`config.mk`:
```
export PLATFORM = sky130hd
export DESIGN_NAME = magstripe_track_bit_decoder
export DESIGN_NICKNAME = d
export VERILOG_FILES = /design/src/mtbd_pkg.sv /design/src/mtbd_in_stage.sv /design/src/mtbd_step.sv /design/src/magstripe_track_bit_decoder.sv
export SDC_FILE = /design/constraint.sdc
export NUM_CORES = 1
export LEC_CHECK = 0
export ABC_CLOCK_PERIOD_IN_PS = 4390
export CORE_ASPECT_RATIO = 1.2
export CORE_MARGIN = 2
export CORE_UTILIZATION = 30
export DETAILED_ROUTE_END_ITERATION = 6
export DONT_BUFFER_PORTS = 1
export HOLD_SLACK_MARGIN = 0.15
export PLACE_DENSITY_LB_ADDON = 0.05
export REMOVE_ABC_BUFFERS = 1
export SETUP_SLACK_MARGIN = 0.1
export SLEW_MARGIN = 20
export SYNTH_ARGS = -nofsm -noshare
export SYNTH_HDL_FRONTEND = slang
export SYNTH_SLANG_ARGS = --single-unit
```
`constraint.sdc`:
```
create_clock -name clk -period 4.39 [get_ports clk]
set_clock_uncertainty 0.2 [all_clocks]
set_input_delay 0.2195 -clock clk [delete_from_list [all_inputs] [get_ports clk]]
set_output_delay 0.2195 -clock clk [all_outputs]
set_load 0.05 [all_outputs]
```
`src/mtbd_pkg.sv`:
```
`timescale 1ns / 1ps
// ----------------------------------------------------------------------------
// mtbd_pkg
// Shared types and constants of the track-2 card bit decoder: item layouts,
// decoder state, event and error codes.
// ----------------------------------------------------------------------------
package mtbd_pkg;

  // character limit after reset
  localparam logic [5:0] CHAR_LIMIT_RST = 6'd38;
  // highest character count the index field can carry
  localparam logic [5:0] CHAR_COUNT_MAX = 6'd63;
  // start sentinel, first received bit as bit 0
  localparam logic [4:0] SS_CHAR = 5'h0B;
  // end sentinel character
  localparam logic [4:0] ES_CHAR = 5'h1F;
  // start sentinel data bits seed the longitudinal parity
  localparam logic [3:0] LRC_SEED = 4'hB;

  typedef enum logic [1:0] {
    PH_HUNT = 2'd0,
    PH_DATA = 2'd1,
    PH_LRC  = 2'd2,
    PH_DONE = 2'd3
  } phase_t;

  typedef enum logic [2:0] {
    EV_NONE    = 3'd0,
    EV_START   = 3'd1,
    EV_CHAR    = 3'd2,
    EV_END     = 3'd3,
    EV_SUCCESS = 3'd4,
    EV_ERROR   = 3'd5
  } event_t;

  typedef enum logic [1:0] {
    ERR_PARITY   = 2'd0,
    ERR_OVERFLOW = 2'd1,
    ERR_LRC      = 2'd2
  } err_t;

  // input item
  typedef struct packed {
    logic bit_value;
    logic restart;
  } in_item_t;

  // result item
  typedef struct packed {
    logic [2:0] event_kind;
    logic [4:0] char_value;
    logic [5:0] char_index;
    logic [4:0] lrc_value;
    logic [1:0] error_cause;
  } out_item_t;

  // decoder state carried from item to item
  typedef struct packed {
    phase_t     phase;
    logic [2:0] ss_progress;
    logic [2:0] bit_pos;
    logic [3:0] word;
    logic       parity;
    logic [3:0] lrc_acc;
    logic [5:0] char_count;
    logic [3:0] lrc_shift;
  } dec_state_t;

  localparam dec_state_t DEC_STATE_RST = '{
    phase:       PH_HUNT,
    ss_progress: 3'd0,
    bit_pos:     3'd0,
    word:        4'd0,
    parity:      1'b1,
    lrc_acc:     LRC_SEED,
    char_count:  6'd0,
    lrc_shift:   4'd0
  };

  localparam out_item_t OUT_NONE = '{
    event_kind:  EV_NONE,
    char_value:  5'd0,
    char_index:  6'd0,
    lrc_value:   5'd0,
    error_cause: ERR_PARITY
  };

endpackage

```
`src/mtbd_in_stage.sv`:
```
`timescale 1ns / 1ps
// ----------------------------------------------------------------------------
// mtbd_in_stage
// Input register of the decoder: captures one item and holds it until the
// decode step takes it.
// ----------------------------------------------------------------------------
module mtbd_in_stage
  import mtbd_pkg::*;
(
  input  logic     clk,
  input  logic     rst_n,
  input  logic     in_valid,
  input  in_item_t in_data,
  output logic     in_stall,
  input  logic     take,
  output logic     item_vld,
  output in_item_t item
);

  logic     vld_r;
  in_item_t data_r;

  // hold while an item sits here and the step cannot take it
  assign in_stall = vld_r && !take;
  assign item_vld = vld_r;
  assign item     = data_r;

  // valid flag
  always_ff @(posedge clk) begin
    if (!rst_n) begin
      vld_r <= 1'b0;
    end else if (!in_stall) begin
      vld_r <= in_valid;
    end
  end

  // item payload
  always_ff @(posedge clk) begin
    if (!in_stall) begin
      data_r <= in_data;
    end
  end

endmodule

```
`src/mtbd_step.sv`:
```
`timescale 1ns / 1ps
// ----------------------------------------------------------------------------
// mtbd_step
// Decode step for one card bit: sentinel hunt, character assembly with odd
// parity, longitudinal parity check and the result for that bit.
// ----------------------------------------------------------------------------
module mtbd_step
  import mtbd_pkg::*;
(
  input  in_item_t   item,
  input  dec_state_t st,
  input  logic [5:0] char_limit,
  output dec_state_t st_nxt,
  output out_item_t  res
);

  logic       b;
  logic [1:0] bp;
  logic [4:0] ch;
  logic       lrc_par;

  assign b       = item.bit_value;
  assign bp      = st.bit_pos[1:0];
  assign ch      = {b, st.word};
  assign lrc_par = ~(^st.lrc_acc);

  always_comb begin
    st_nxt = st;
    res    = OUT_NONE;
    if (item.restart) begin
      st_nxt = DEC_STATE_RST;
    end else begin
      case (st.phase)
        // overlapping matcher for 1,1,0,1,0
        PH_HUNT: begin
          case (st.ss_progress)
            3'd0: st_nxt.ss_progress = b ? 3'd1 : 3'd0;
            3'd1: st_nxt.ss_progress = b ? 3'd2 : 3'd0;
            3'd2: st_nxt.ss_progress = b ? 3'd2 : 3'd3;
            3'd3: st_nxt.ss_progress = b ? 3'd4 : 3'd0;
            3'd4: begin
              if (b) begin
                st_nxt.ss_progress = 3'd2;
              end else begin
                st_nxt            = DEC_STATE_RST;
                st_nxt.phase      = PH_DATA;
                st_nxt.char_count = 6'd1;
                res.event_kind    = EV_START;
                res.char_value    = SS_CHAR;
              end
            end
            default: st_nxt.ss_progress = 3'd0;
          endcase
        end

        // data characters
        PH_DATA: begin
          if (st.char_count > char_limit || st.char_count == CHAR_COUNT_MAX) begin
            st_nxt          = DEC_STATE_RST;
            res.event_kind  = EV_ERROR;
            res.char_index  = st.char_count;
            res.error_cause = ERR_OVERFLOW;
          end else if (!st.bit_pos[2]) begin
            st_nxt.lrc_acc[bp] = st.lrc_acc[bp] ^ b;
            st_nxt.parity      = st.parity ^ b;
            st_nxt.word[bp]    = b;
            st_nxt.bit_pos     = st.bit_pos + 3'd1;
          end else if (b != st.parity) begin
            st_nxt          = DEC_STATE_RST;
            res.event_kind  = EV_ERROR;
            res.char_index  = st.char_count;
            res.error_cause = ERR_PARITY;
          end else begin
            st_nxt.char_count = st.char_count + 6'd1;
            st_nxt.word       = 4'd0;
            st_nxt.bit_pos    = 3'd0;
            st_nxt.parity     = 1'b1;
            res.char_value    = ch;
            res.char_index    = st.char_count;
            if (ch == ES_CHAR) begin
              st_nxt.phase   = PH_LRC;
              res.event_kind = EV_END;
            end else begin
              res.event_kind = EV_CHAR;
            end
          end
        end

        // lrc character check
        PH_LRC: begin
          if (!st.bit_pos[2]) begin
            if (st.lrc_acc[bp] != b) begin
              st_nxt          = DEC_STATE_RST;
              res.event_kind  = EV_ERROR;
              res.char_index  = st.char_count;
              res.error_cause = ERR_LRC;
            end else begin
              st_nxt.lrc_shift[bp] = b;
              st_nxt.bit_pos       = st.bit_pos + 3'd1;
            end
          end else if (b != lrc_par) begin
            st_nxt          = DEC_STATE_RST;
            res.event_kind  = EV_ERROR;
            res.char_index  = st.char_count;
            res.error_cause = ERR_LRC;
          end else begin
            st_nxt.phase   = PH_DONE;
            st_nxt.bit_pos = 3'd0;
            res.event_kind = EV_SUCCESS;
            res.char_index = st.char_count;
            res.lrc_value  = {lrc_par, st.lrc_shift};
          end
        end

        // card read complete, bits ignored until restart
        PH_DONE: begin
          st_nxt = st;
        end

        default: begin
          st_nxt = DEC_STATE_RST;
        end
      endcase
    end
  end

endmodule

```
`src/magstripe_track_bit_decoder.sv`:
```
`timescale 1ns / 1ps
// ----------------------------------------------------------------------------
// magstripe_track_bit_decoder
// Track-2 card bit decoder: sentinel hunt, character and LRC checking.
// ----------------------------------------------------------------------------
// Every accepted bit item gives exactly one result item, one per cycle when
// neither side stalls. An item waits in the input register and is decoded in
// a single pass of logic into the result register, from which its result
// leaves when the receiver does not stall; the decoder state is updated in
// the same cycle as the result register, so the next item can follow
// straight away. The result register holds a stalled result while the input
// register still takes one more item.
// cfg_wr_en writes the character limit (reset 38); write it only while no
// item is in flight.
module magstripe_track_bit_decoder
  import mtbd_pkg::*;
(
  input  logic       clk,
  input  logic       rst_n,
  input  logic       in_valid,
  input  in_item_t   in_data,
  output logic       in_stall,
  output logic       out_valid,
  output out_item_t  out_data,
  input  logic       out_stall,
  input  logic       cfg_wr_en,
  input  logic [5:0] cfg_wr_data
);

  logic       item_vld;
  in_item_t   item;
  logic       take;
  dec_state_t st_r;
  dec_state_t st_nxt;
  out_item_t  res;
  logic       out_vld_r;
  out_item_t  out_data_r;
  logic [5:0] char_limit_r;

  // input register
  mtbd_in_stage u_in_stage (
    .clk      (clk),
    .rst_n    (rst_n),
    .in_valid (in_valid),
    .in_data  (in_data),
    .in_stall (in_stall),
    .take     (take),
    .item_vld (item_vld),
    .item     (item)
  );

  // decode step
  mtbd_step u_step (
    .item       (item),
    .st         (st_r),
    .char_limit (char_limit_r),
    .st_nxt     (st_nxt),
    .res        (res)
  );

  // an item moves on when the result register is free or draining
  assign take = item_vld && (!out_vld_r || !out_stall);

  // character limit register
  always_ff @(posedge clk) begin
    if (!rst_n) begin
      char_limit_r <= CHAR_LIMIT_RST;
    end else if (cfg_wr_en) begin
      char_limit_r <= cfg_wr_data;
    end
  end

  // decoder state
  always_ff @(posedge clk) begin
    if (!rst_n) begin
      st_r <= DEC_STATE_RST;
    end else if (take) begin
      st_r <= st_nxt;
    end
  end

  // result valid
  always_ff @(posedge clk) begin
    if (!rst_n) begin
      out_vld_r <= 1'b0;
    end else if (take) begin
      out_vld_r <= 1'b1;
    end else if (!out_stall) begin
      out_vld_r <= 1'b0;
    end
  end

  // result payload
  always_ff @(posedge clk) begin
    if (take) begin
      out_data_r <= res;
    end
  end

  assign out_valid = out_vld_r;
  assign out_data  = out_data_r;

endmodule

```
==> results by group <==
Outcome
  • Status: finished clean

Layout
  • Share of cells above drive strength 1: 0.116
  • Nets: 386
  • Area delta synth->final: 14.7%
  • Antenna cells: 0

Synth
  • Synth area leaders: dfxtp_1 (21%), edfxtp_1 (21%), ha_1 (6.5%)
  • Count leader, synth: dfxtp_1
  • Syn Inst Count: 346
  • Netlist cell types: 68
  • Ys Warns: 0
  • Post-synth top area cell: dfxtp_1
  • Synth Cell Area: approximately 0.0033 sq mm
  • Syn_area_per_cell: ~9.5 sq um
  • Synth top area share: 0.214
  • Number of synthesized flops with an enable pin: 23
  • Ys flop type: dfxtp_1
  • Yosys reg bits: 58
  • FFs w/ async S/R, synth: 0
  • Post-synth top cells: dfxtp_1 (35), nand2_1 (34), nor2_1 (24)
  • Post-synthesis sequential area ratio: 0.425

STA
  • Rel. slew slack: 0.282
  • WHS: 158 ps
  • RSZ-0062 raised after global routing: false
  • Worst slew pin tran: 1070 ps
  • Setup violators final: 0
  • Tmin final: about 3000 ps
  • Pins Over Slew Limit: 0
  • Period utilization: 0.688
  • Final hold vios: 0
  • Total Neg Setup Slack: 0 ps
  • Fmax: about 330 MHz

Global routing
  • First-pass GRT wire length: 14000 microns
  • Largest net degree at the start of global routing: 28
  • Initial antenna violation count: 0
  • Grt ovf: 0
  • Vias in the first global route: 2554
  • GRT Overall Usage: 0.154

CTS
  • Post-CTS sizing: 0
  • Setup bufs post-CTS: 0
  • Clk buf depth: 2
  • Sink Count: 58
  • Hold buffers post-CTS: 12
  • CTS Buf Count: 9
  • Clock latency at the later pin of the worst-skew pair: 330 ps
  • Htree depth: 3
  • Clk slew on worst S/H paths: 50 ps
  • Clk root buf: clkbuf_16
  • CTS tree: done

Placed design
  • Hpwl dp: 6240 microns
  • Final RePlAce weighted congestion: approximately 0.75
  • IO Port Bufs: 0

Setup path
  • Worst EP required: 4410 ps
  • CP peak stage delay: 840 ps
  • CP Buf/Inv Count: 0
  • CP startpoint kind: flip-flop
  • Ordered list of cells on the worst path: ha_1 > and4_1 > o21ai_2 > a31oi_2 > nor4_1 > nand2_1 > o32ai_1
  • Top delay family on crit path: simple AND/OR/NAND/NOR gates
  • CP max stage cell: nor4_1
  • CP endpoint kind: flip-flop
  • Worst-path maximum fanout: 15
  • Crit path arrival time: 3040 ps
  • Setup CP Type: flip-flop to flip-flop

Hold path
  • Hold Path Class: input port to flip-flop

Power and ir drop
  • Pleak: around 0.0014 uW
  • Worst vdd ir: 0.170 mV
  • Pwr/cell area: 358 mW/mm^2

Detailed routing
  • First drt pass iteration count: 4
  • WL per Instance: 17.7 microns
  • Residual DRC count: 0
  • WL final: 8690 microns
  • Initial DRC Count: 138
  • Via count: 2614
  • Final ANT Viol Nets: 0
  • Vias/cell: about 5.3

Die
  • IO Pins: 36
  • # rows: 41
  • Core ar.: 0.0106 sq mm
  • Die width: 99.4 microns
  • Initial Utilization: 0.310
  • Die area: 0.0118 sq mm
  • Chip height: 118 microns

Run
  • Max cap viols: 0
path summary, 6_finish.rpt:
check	to	cells past startpoint	slack, ps	start
min reg2reg	st_r[1]	2	270	st_r[1]
max	st_r[16]	7	1370	st_r[7]
min	out_data[19]	2	160	out_stall
max reg2reg	st_r[16]	7	1370	st_r[7]
layout make-up:
class | count | area [sq um]
Clock buffer | 12 | 246
Clock inverter | 4 | 20.0
Fill cell | 1088 | 6810
Inverter | 21 | 78.8
Multi-Input combinational cell | 251 | 1720
Sequential cell | 58 | 1390
Tap cell | 129 | 161
Timing Repair Buffer | 15 | 143
layout by cell type (no fill, tap or decap), types with 2 or more instances in the layout:
master,n
o32ai_1,5
o22ai_1,3
nor2_1,24
nand3_1,10
a211oi_1,4
edfxtp_1,23
mux2i_1,7
dlygate4sd3_1,12
buf_4,3
nor4_1,3
or2_2,2
xnor2_1,3
and3_1,15
clkbuf_16,9
and2_1,2
o31a_1,4
a21o_1,2
o21a_1,2
clkinv_2,4
a31oi_1,2
nand2_1,34
ha_1,17
nor2b_1,2
o21ai_2,2
o21ai_0,19
dfxtp_1,35
clkbuf_1,2
o211ai_1,6
nor3_1,10
inv_1,21
a21oi_1,22
or3_1,3
nand2b_1,3
nand4_1,10
registers in the layout, indices dropped and copies added (netlist names):
name / flops
out_data: 21
u_in_stage.item_vld: 1
u_in_stage.item: 2
st_r: 27
char_limit_r: 6
out_valid: 1
kinds of logic (layout without fill, tap and decap cells):
| kind of cell | count (synthesis) | count (layout) | synth area share |
|---|---|---|---|
| compound gates | 82 | 82 | 0.168 |
| mux | 9 | 9 | 0.0317 |
| buf+inv | 37 | 52 | 0.0542 |
| flops | 58 | 58 | 0.425 |
| xor+xnor | 7 | 7 | 0.0279 |
| simple gates | 136 | 136 | 0.229 |
| fa+ha+maj | 17 | 17 | 0.0649 |
per-layer routing:
layer	track usage	share of wire
met5	0	0
met4	0.0753	0.015
met3	0.0272	0.045
met2	0.233	0.47
met1	0.211	0.47
worst register-to-register path, cell delays in order, from the launching register on:
cell and delay [ps]:
dfxtp_1 410, ha_1 270, and4_1 220, o21ai_2 60, a31oi_2 320, nor4_1 850, nand2_1 220, o32ai_1 360
where the power goes:
group          switching (uW)  internal (uW)  leakage (uW)
clock                     241            393      0.000136
sequential               41.6            576      0.000501
combinational            58.6           33.6      0.000720
total                     341           1000       0.00136
through the flow:
stage               cells  worst slack [ps]  power (uW)  area, sq um   util
CTS                   490              1400        1360         3760  0.356
global placement      462              1250         708         3360  0.318
finish                490              1370        1340         3760  0.356
detailed placement    462              1410         707         3370  0.319
global route          490              1160        1400         3760  0.356
floorplan             330               244         680         3180      -
(Power assumes the default switching activity.)
